`config.mk`:
```
export PLATFORM = sky130hd
export DESIGN_NAME = local_alignment_score
export DESIGN_NICKNAME = d
export VERILOG_FILES = /design/src/hw/rtl/las_pkg.sv /design/src/hw/rtl/las_ctrl.sv /design/src/hw/rtl/las_dp.sv /design/src/hw/rtl/local_alignment_score.sv
export SDC_FILE = /design/constraint.sdc
export NUM_CORES = 1
export LEC_CHECK = 0
export BUFFER_PORTS_ARGS = -buffer_cell sky130_fd_sc_hd__buf_2
export CORE_MARGIN = 2
export CORE_UTILIZATION = 30
export CTS_CLUSTER_DIAMETER = 80
export DETAILED_ROUTE_END_ITERATION = 7
export PLACE_DENSITY = 0.48
export SLEW_MARGIN = 40
export SYNTH_ARGS = -nofsm -noshare
export SYNTH_HDL_FRONTEND = slang
export SYNTH_SLANG_ARGS = --single-unit
```
`constraint.sdc`:
```
create_clock -name clk -period 18.79 [get_ports clk]
set_input_delay 1.879 -clock clk [delete_from_list [all_inputs] [get_ports clk]]
set_output_delay 1.879 -clock clk [all_outputs]
set_load 0.005 [all_outputs]
```
`src/hw/rtl/las_pkg.sv`:
```
// Shared types and constants for the local alignment score block.
`timescale 1ns / 1ps

package las_pkg;

	localparam int SYM_W   = 8;
	localparam int SCORE_W = 10;
	localparam int CALC_W  = 12;
	localparam int MATCH_W = 4;
	localparam int PEN_W   = 5;
	localparam int CFG_IDX_W = 2;

	localparam logic [SCORE_W-1:0] SCORE_MAX = 10'd1023;

	// configuration register indexes
	localparam logic [CFG_IDX_W-1:0] REG_MATCH    = 2'd0;
	localparam logic [CFG_IDX_W-1:0] REG_MISMATCH = 2'd1;
	localparam logic [CFG_IDX_W-1:0] REG_GAP      = 2'd2;

	// item kinds on the input tuser
	localparam logic OP_TARGET = 1'b0;
	localparam logic OP_QUERY  = 1'b1;

	typedef enum logic [1:0] {
		ST_IDLE,
		ST_SWEEP,
		ST_DRAIN,
		ST_EMIT
	} las_state_t;

	typedef struct packed {
		logic accept;
		logic issue;
		logic emit;
	} las_cmd_t;

	typedef struct packed {
		logic sweep_ok;
		logic rd_last;
		logic last_q;
		logic out_free;
	} las_status_t;

endpackage

```
`src/hw/rtl/las_ctrl.sv`:
```
// Controller state machine for the local alignment score block.
`timescale 1ns / 1ps

module las_ctrl (
	input  logic                clk,
	input  logic                arst_n,
	input  logic                in_valid,
	input  logic                in_op,
	input  logic                in_last,
	output logic                in_ready,
	input  las_pkg::las_status_t status,
	output las_pkg::las_cmd_t   cmd
);
	import las_pkg::*;

	las_state_t state_q;
	las_state_t state_d;

	always_ff @(posedge clk or negedge arst_n) begin
		if (!arst_n) begin
			state_q <= ST_IDLE;
		end else begin
			state_q <= state_d;
		end
	end

	always_comb begin
		state_d    = state_q;
		in_ready   = 1'b0;
		cmd.accept = 1'b0;
		cmd.issue  = 1'b0;
		cmd.emit   = 1'b0;
		unique case (state_q)
			ST_IDLE: begin
				in_ready   = 1'b1;
				cmd.accept = in_valid;
				if (in_valid && in_op == OP_QUERY) begin
					if (status.sweep_ok) begin
						state_d = ST_SWEEP;
					end else if (in_last) begin
						state_d = ST_EMIT;
					end
				end
			end
			ST_SWEEP: begin
				cmd.issue = 1'b1;
				if (status.rd_last) begin
					state_d = ST_DRAIN;
				end
			end
			ST_DRAIN: begin
				// final cell retires this cycle
				state_d = status.last_q ? ST_EMIT : ST_IDLE;
			end
			ST_EMIT: begin
				// hold until the output register can take the result
				if (status.out_free) begin
					cmd.emit = 1'b1;
					state_d  = ST_IDLE;
				end
			end
			default: begin
				state_d = ST_IDLE;
			end
		endcase
	end

endmodule

```
`src/hw/rtl/las_dp.sv`:
```
// Datapath: target and column memories, cell update, counters and result register.
`timescale 1ns / 1ps

module las_dp #(
	parameter int MAX_LEN = 64
) (
	input  logic                          clk,
	input  logic                          arst_n,
	input  las_pkg::las_cmd_t             cmd,
	output las_pkg::las_status_t          status,
	input  logic                          cfg_we,
	input  logic [las_pkg::CFG_IDX_W-1:0] cfg_index,
	input  logic [las_pkg::PEN_W-1:0]     cfg_data,
	input  logic                          in_op,
	input  logic [las_pkg::SYM_W-1:0]     in_symbol,
	input  logic                          in_last,
	input  logic                          out_ready,
	output logic                          out_valid,
	output logic [las_pkg::SCORE_W-1:0]   out_score,
	output logic                          out_trunc
);
	import las_pkg::*;

	localparam int IDX_W = $clog2(MAX_LEN);
	localparam int LEN_W = $clog2(MAX_LEN + 1);
	localparam int QL_W  = $clog2(MAX_LEN + 2);
	localparam logic [LEN_W-1:0] MAX_TL = LEN_W'(MAX_LEN);
	localparam logic [QL_W-1:0]  MAX_QL = QL_W'(MAX_LEN);

	// configuration
	logic [MATCH_W-1:0]       match_q;
	logic signed [PEN_W-1:0]  mismatch_q;
	logic signed [PEN_W-1:0]  gap_q;

	// sequence state
	logic [LEN_W-1:0] tlen_q;
	logic             tdone_q;
	logic             ovf_q;
	logic [QL_W-1:0]  qlen_q;
	logic [LEN_W-1:0] fill_q;
	logic [SCORE_W-1:0] best_q;
	logic [SYM_W-1:0] sym_q;
	logic             last_q;
	logic [IDX_W-1:0] rd_idx_q;
	logic [SCORE_W-1:0] diag_q;
	logic [SCORE_W-1:0] up_q;

	// read stage
	logic               v_s1;
	logic [IDX_W-1:0]   idx_s1;
	logic [SYM_W-1:0]   tgt_s1;
	logic [SCORE_W-1:0] col_s1;
	logic               colv_s1;

	// result register
	logic               out_valid_q;
	logic [SCORE_W-1:0] out_score_q;
	logic               out_trunc_q;

	logic [SYM_W-1:0]   tgt_mem [MAX_LEN];
	logic [SCORE_W-1:0] col_mem [MAX_LEN];

	logic               tgt_acc;
	logic               qry_acc;
	logic [LEN_W-1:0]   tgt_base;
	logic               tgt_room;
	logic               qry_first;

	logic [SCORE_W-1:0]       left;
	logic signed [CALC_W-1:0] left_x;
	logic signed [CALC_W-1:0] diag_x;
	logic signed [CALC_W-1:0] up_x;
	logic signed [CALC_W-1:0] gap_x;
	logic signed [CALC_W-1:0] sub_x;
	logic signed [CALC_W-1:0] lg;
	logic signed [CALC_W-1:0] ug;
	logic signed [CALC_W-1:0] dg;
	logic signed [CALC_W-1:0] m1;
	logic signed [CALC_W-1:0] m2;
	logic signed [CALC_W-1:0] m3;
	logic [SCORE_W-1:0]       cell_score;

	assign tgt_acc   = cmd.accept && in_op == OP_TARGET;
	assign qry_acc   = cmd.accept && in_op == OP_QUERY;
	assign tgt_base  = tdone_q ? '0 : tlen_q;
	assign tgt_room  = tgt_base < MAX_TL;
	assign qry_first = qlen_q == '0;

	assign status.sweep_ok = (qlen_q < QL_W'(MAX_LEN)) && (tlen_q != '0);
	assign status.rd_last  = (LEN_W'(rd_idx_q) + LEN_W'(1)) == tlen_q;
	assign status.last_q   = last_q;
	assign status.out_free = !out_valid_q || out_ready;

	// cell update
	assign left   = colv_s1 ? col_s1 : '0;
	assign left_x = $signed({2'b00, left});
	assign diag_x = $signed({2'b00, diag_q});
	assign up_x   = $signed({2'b00, up_q});
	assign gap_x  = $signed({{(CALC_W-PEN_W){gap_q[PEN_W-1]}}, gap_q});
	assign sub_x  = (tgt_s1 == sym_q) ? $signed({{(CALC_W-MATCH_W){1'b0}}, match_q})
		: $signed({{(CALC_W-PEN_W){mismatch_q[PEN_W-1]}}, mismatch_q});
	assign lg = left_x + gap_x;
	assign ug = up_x + gap_x;
	assign dg = diag_x + sub_x;
	assign m1 = (lg > $signed(CALC_W'(0))) ? lg : $signed(CALC_W'(0));
	assign m2 = (ug > m1) ? ug : m1;
	assign m3 = (dg > m2) ? dg : m2;
	assign cell_score = (m3 > $signed({2'b00, SCORE_MAX})) ? SCORE_MAX : m3[SCORE_W-1:0];

	always_ff @(posedge clk or negedge arst_n) begin
		if (!arst_n) begin
			match_q    <= MATCH_W'(2);
			mismatch_q <= -PEN_W'(2);
			gap_q      <= -PEN_W'(1);
		end else if (cfg_we) begin
			unique case (cfg_index)
				REG_MATCH:    match_q    <= cfg_data[MATCH_W-1:0];
				REG_MISMATCH: mismatch_q <= cfg_data;
				REG_GAP:      gap_q      <= cfg_data;
				default:      ;
			endcase
		end
	end

	// target bookkeeping; a target beat after a finished target starts a new one
	always_ff @(posedge clk or negedge arst_n) begin
		if (!arst_n) begin
			tlen_q  <= '0;
			tdone_q <= 1'b0;
			ovf_q   <= 1'b0;
		end else if (tgt_acc) begin
			if (tgt_room) begin
				tlen_q <= tgt_base + LEN_W'(1);
			end else begin
				tlen_q <= tgt_base;
			end
			ovf_q   <= (tdone_q ? 1'b0 : ovf_q) | !tgt_room;
			tdone_q <= in_last;
		end
	end

	always_ff @(posedge clk or negedge arst_n) begin
		if (!arst_n) begin
			qlen_q <= '0;
		end else if (cmd.emit) begin
			qlen_q <= '0;
		end else if (qry_acc && qlen_q <= MAX_QL) begin
			qlen_q <= qlen_q + QL_W'(1);
		end
	end

	// fill count: column entries at or above it read as zero
	always_ff @(posedge clk or negedge arst_n) begin
		if (!arst_n) begin
			fill_q <= '0;
		end else if (qry_acc && qry_first) begin
			fill_q <= '0;
		end else if (v_s1 && LEN_W'(idx_s1) >= fill_q) begin
			fill_q <= LEN_W'(idx_s1) + LEN_W'(1);
		end
	end

	always_ff @(posedge clk or negedge arst_n) begin
		if (!arst_n) begin
			best_q <= '0;
		end else if (qry_acc && qry_first) begin
			best_q <= '0;
		end else if (v_s1 && cell_score > best_q) begin
			best_q <= cell_score;
		end
	end

	always_ff @(posedge clk or negedge arst_n) begin
		if (!arst_n) begin
			v_s1 <= 1'b0;
		end else begin
			v_s1 <= cmd.issue;
		end
	end

	always_ff @(posedge clk) begin
		if (qry_acc) begin
			sym_q    <= in_symbol;
			last_q   <= in_last;
			rd_idx_q <= '0;
			diag_q   <= '0;
			up_q     <= '0;
		end else begin
			if (cmd.issue) begin
				rd_idx_q <= rd_idx_q + IDX_W'(1);
			end
			if (v_s1) begin
				diag_q <= left;
				up_q   <= cell_score;
			end
		end
		if (cmd.issue) begin
			idx_s1  <= rd_idx_q;
			colv_s1 <= LEN_W'(rd_idx_q) < fill_q;
		end
	end

	always_ff @(posedge clk) begin
		if (tgt_acc && tgt_room) begin
			tgt_mem[tgt_base[IDX_W-1:0]] <= in_symbol;
		end
		if (cmd.issue) begin
			tgt_s1 <= tgt_mem[rd_idx_q];
		end
	end

	always_ff @(posedge clk) begin
		if (v_s1) begin
			col_mem[idx_s1] <= cell_score;
		end
		if (cmd.issue) begin
			col_s1 <= col_mem[rd_idx_q];
		end
	end

	always_ff @(posedge clk or negedge arst_n) begin
		if (!arst_n) begin
			out_valid_q <= 1'b0;
		end else if (cmd.emit) begin
			out_valid_q <= 1'b1;
		end else if (out_ready) begin
			out_valid_q <= 1'b0;
		end
	end

	always_ff @(posedge clk) begin
		if (cmd.emit) begin
			out_score_q <= best_q;
			out_trunc_q <= ovf_q || (qlen_q > MAX_QL);
		end
	end

	assign out_valid = out_valid_q;
	assign out_score = out_score_q;
	assign out_trunc = out_trunc_q;

endmodule

```
`src/hw/rtl/local_alignment_score.sv`:
```
// Top level of the local alignment score block.
//
//   channel   dir  beat fields
//   s_axis    in   tdata = symbol, tuser = op (0 target, 1 query), tlast = last
//   m_axis    out  tdata[9:0] = score, tuser = truncated
//   cfg       in   cfg_index selects match, mismatch or gap score; cfg_data holds it
//
// A target beat is stored without leaving the idle state. A query beat runs a column
// sweep while the stored target is non-empty and the query is within MAX_LEN; the sweep
// updates one cell per cycle through the column memory port, then passes a drain state;
// otherwise the beat is taken in the idle state. A last query beat then goes to result load.
// Reset needs no clearing pass: a fill count masks stale column entries.
// A finished result waits in an output register while new beats are taken; the
// block stalls only when a second result is ready before the first is taken.
`timescale 1ns / 1ps

module local_alignment_score #(
	parameter int MAX_LEN = 64
) (
	input  logic                          clk,
	input  logic                          arst_n,
	input  logic                          s_axis_tvalid,
	output logic                          s_axis_tready,
	input  logic [7:0]                    s_axis_tdata,  // [7:0] symbol
	input  logic                          s_axis_tuser,  // [0] op
	input  logic                          s_axis_tlast,
	output logic                          m_axis_tvalid,
	input  logic                          m_axis_tready,
	output logic [15:0]                   m_axis_tdata,  // [9:0] score, rest zero
	output logic                          m_axis_tuser,  // [0] truncated
	input  logic                          cfg_valid,
	output logic                          cfg_ready,
	input  logic [las_pkg::CFG_IDX_W-1:0] cfg_index,
	input  logic [las_pkg::PEN_W-1:0]     cfg_data
);
	import las_pkg::*;

	las_cmd_t           cmd;
	las_status_t        status;
	logic [SCORE_W-1:0] score;

	assign cfg_ready = 1'b1;

	las_ctrl u_ctrl (
		.clk      (clk),
		.arst_n   (arst_n),
		.in_valid (s_axis_tvalid),
		.in_op    (s_axis_tuser),
		.in_last  (s_axis_tlast),
		.in_ready (s_axis_tready),
		.status   (status),
		.cmd      (cmd)
	);

	las_dp #(
		.MAX_LEN (MAX_LEN)
	) u_dp (
		.clk       (clk),
		.arst_n    (arst_n),
		.cmd       (cmd),
		.status    (status),
		.cfg_we    (cfg_valid && cfg_ready),
		.cfg_index (cfg_index),
		.cfg_data  (cfg_data),
		.in_op     (s_axis_tuser),
		.in_symbol (s_axis_tdata),
		.in_last   (s_axis_tlast),
		.out_ready (m_axis_tready),
		.out_valid (m_axis_tvalid),
		.out_score (score),
		.out_trunc (m_axis_tuser)
	);

	assign m_axis_tdata = {{(16-SCORE_W){1'b0}}, score};

endmodule

```
==> impl_metrics.env <==
export IMPL_synth_cell_types=83
export IMPL_setup_viol=0
export IMPL_final_layout_size_suffix_gt1_share_pct=29.0
export IMPL_ant_nets=0
export IMPL_cts_hold_buf=0
export IMPL_fmax_ghz=0.105
export IMPL_synth_area_um2=52400
export IMPL_grt_max_degree=70
export IMPL_root_buffer="clkbuf_16"
export IMPL_postSynthCellCount=2625
export IMPL_rrSetupSlack_ps=9300
export IMPL_dr_pass1_iters=5
export IMPL_syn_avg_cell_area_um2=20.0
export IMPL_setup_slack_ps=9300
export IMPL_dieArea_um2=178000
export IMPL_rsz0062_at_grt="false"
export IMPL_pre_cts_ws_ps=9230
export IMPL_post_route_period_util_pct=50.5
export IMPL_drt_iter0_drc=1765
export IMPL_synth_seq_area_share_pct=72.0
export IMPL_synth_edf_count=1197
export IMPL_io_pins=42
export IMPL_wl_per_cell_um=24.6
export IMPL_drc_errors=0
export IMPL_yosys_area_share_simple_pct=3.63
export IMPL_hp_start="u_dp.mismatch_q[0]"
export IMPL_end_kind="flip-flop"
export IMPL_worstMarginPinSlew_ps=882
export IMPL_synthXorXnorAreaFrac_pct=0.919
export IMPL_vias=25274
export IMPL_critical_path_max_stage_delay_ps=680
export IMPL_gp_congestion=0.811
export IMPL_path_common_cell="o21a_1"
export IMPL_h_tree_depth=4
export IMPL_finalClockSkew_ps=30.7
export IMPL_min_path_cells=1
export IMPL_grt_antenna_before_repair=1
export IMPL_ys_async_sr_fraction_pct=4.00
export IMPL_cts_buffers=136
export IMPL_routed_wl_um=126000
export IMPL_grt_pass1_vias=26592
export IMPL_fp_dieH_um=422
export IMPL_ctsLongestPathBuffers=3
export IMPL_muxShareOfSynthArea_pct=17.0
export IMPL_r2r_cells=33
export IMPL_max_slew_margin_pct=41.1
export IMPL_clk_latency_ps=760
export IMPL_reg2reg_from="u_dp.colv_s1"
export IMPL_worstPathRequired_ps=19420
export IMPL_synth_seq_cells=1274
export IMPL_cts_num_sinks=1274
export IMPL_period_needed_ps=9490
export IMPL_synth_compound_area_share_pct=2.87
export IMPL_place_hpwl_um=80000
export IMPL_cp_arrival_ps=10120
export IMPL_synth_top_family_by_area="multiplexers"
export IMPL_cts_clk_slew_worst_paths_ps=60
export IMPL_maxSlewViolCount=0
export IMPL_crit_slowest_cell="a221oi_2"
export IMPL_rows=153
export IMPL_fin_nets=2829
export IMPL_crit_type="flip-flop to flip-flop"
export IMPL_regToRegEndpoint="u_dp.best_q[4]"
export IMPL_final_common_cell="edfxtp_1"
export IMPL_final_cell_mix="edfxtp_1, mux4_2, clkbuf_16"
export IMPL_finalHoldViolations=0
export IMPL_grt_pass1_wl_um=185000
export IMPL_ys_flop_type="edfxtp_1"
export IMPL_initial_utilization_pct=30.2
export IMPL_die_w_um=422
export IMPL_outcome="finished, final reports clean"
export IMPL_seq_area_um2=37800
export IMPL_startpoint_type="flip-flop"
export IMPL_multi_input_area_um2=14300
export IMPL_min_path_type="flip-flop to flip-flop"
export IMPL_max_cap_violations=0
export IMPL_grtUsageTotal_pct=14.1
export IMPL_cts_tree="yes"
export IMPL_cts_repair_resized=0
export IMPL_yosys_warnings=0
export IMPL_post_cts_buffers=0
export IMPL_viasPerCell=4.91
export IMPL_fill_cells=16254
export IMPL_grt_remaining_overflow=0
export IMPL_portBuffers=34
export IMPL_area_growth_pct=14.5
export IMPL_core_region_area_um2=174000
export IMPL_worstHoldEndpoint="u_dp.mismatch_q[0]"
export IMPL_crit_fanout=66
export IMPL_synthAdderAreaFrac_pct=2.07
export IMPL_finalSetupTns_ps=0
through the flow:
stage	hold WS (ps)	util, %	cells	cell area, µm²
floorplan	431	-	2631	52500
global placement	491	31.9	4902	55400
detailed placement	493	32.1	4907	55800
CTS	520	34.5	5146	59900
global route	534	34.5	5148	60000
finish	517	34.5	5149	60000
worst max path at each step:
stage	end	from	slack (ps)
final	u_dp.best_q[4]	u_dp.colv_s1	9300
after global routing	u_dp.best_q[3]	u_dp.gap_q[4]	8580
after CTS	u_dp.best_q[4]	u_dp.colv_s1	9190
after detailed placement	u_dp.best_q[4]	u_dp.colv_s1	9230
after global placement	u_dp.best_q[3]	u_dp.gap_q[4]	8420
after floorplan	u_dp.best_q[5]	u_dp.colv_s1	9550
area by class of cell:
cell class	instances	area share (%)
Clock inverter	66	0.850
Sequential cell	1274	62.9
Timing Repair Buffer	91	1.22
Inverter	46	0.292
Tap cell	2325	4.84
Clock buffer	173	6.09
Multi-Input combinational cell	1173	23.8
Antenna cell	1	0.00417
flip-flops by register name, summed over array words and instances, names as in the netlist, 2 cells and up:
register         flops
u_dp.gap_q           5
u_dp.qlen_q          7
u_dp.diag_q         10
u_dp.fill_q          7
u_ctrl.state_q       2
u_dp.tlen_q          7
u_dp.sym_q           8
u_dp.col_s1         10
u_dp.best_q         10
u_dp.out_score      10
u_dp.match_q         4
u_dp.up_q           10
u_dp.col_mem       640
u_dp.tgt_mem       512
u_dp.idx_s1          6
u_dp.mismatch_q      5
u_dp.tgt_s1          8
u_dp.rd_idx_q        6
layer usage:
metal / vias up / track usage (%) / share of wire (%)
met5: - / 0 / 0
met4: 0 / 3.46 / 1.8
met3: 142 / 2.86 / 4.9
met2: 587 / 23.5 / 49
met1: 13548 / 19.0 / 44
li1: 10997 / - / -
critical path: cells and delay by family (launching register included):
family / cells / cell delay [ps]
simple gates: 8 / 2210
fa+ha+maj: 5 / 1740
flops: 1 / 500
buf+inv: 1 / 320
compound gates: 19 / 4560
synth_stat cells (all sizes together), types with 12 or more instances:
cell type	count	area, µm²
mux2	22	251
nand4	12	75.1
nor2	192	726
clkbuf	88	330
a21o	15	113
nor2b	15	93.8
edfxtp	1197	35900
o21ai	32	160
a211oi	14	128
xor2	27	236
and2	16	100
inv	46	173
o21a	13	97.6
o211ai	15	118
dfrtp	41	1030
nand2	52	195
nand3	33	183
nor3	16	90.1
a21oi	50	250
mux4	378	8510
xnor2	28	245
mux2i	14	140
dfxtp	26	521
buf	50	285
nand2b	12	75.1
ha	82	1030
kinds of logic (layout without fill, tap and decap cells):
group                      after synthesis  after routing
other                                    2              9
AOI/OAI and AO/OA                      213            213
xor gates and xnor gates                55             55
adders and majority gates               85             85
muxes                                  414            414
buffers and inverters                  184            376
and+or+nand+nor                        398            398
DFF                                   1274           1274
Power is not shown: default switching activity piles up to over one toggle a cycle in this logic, so the estimate is an artifact.
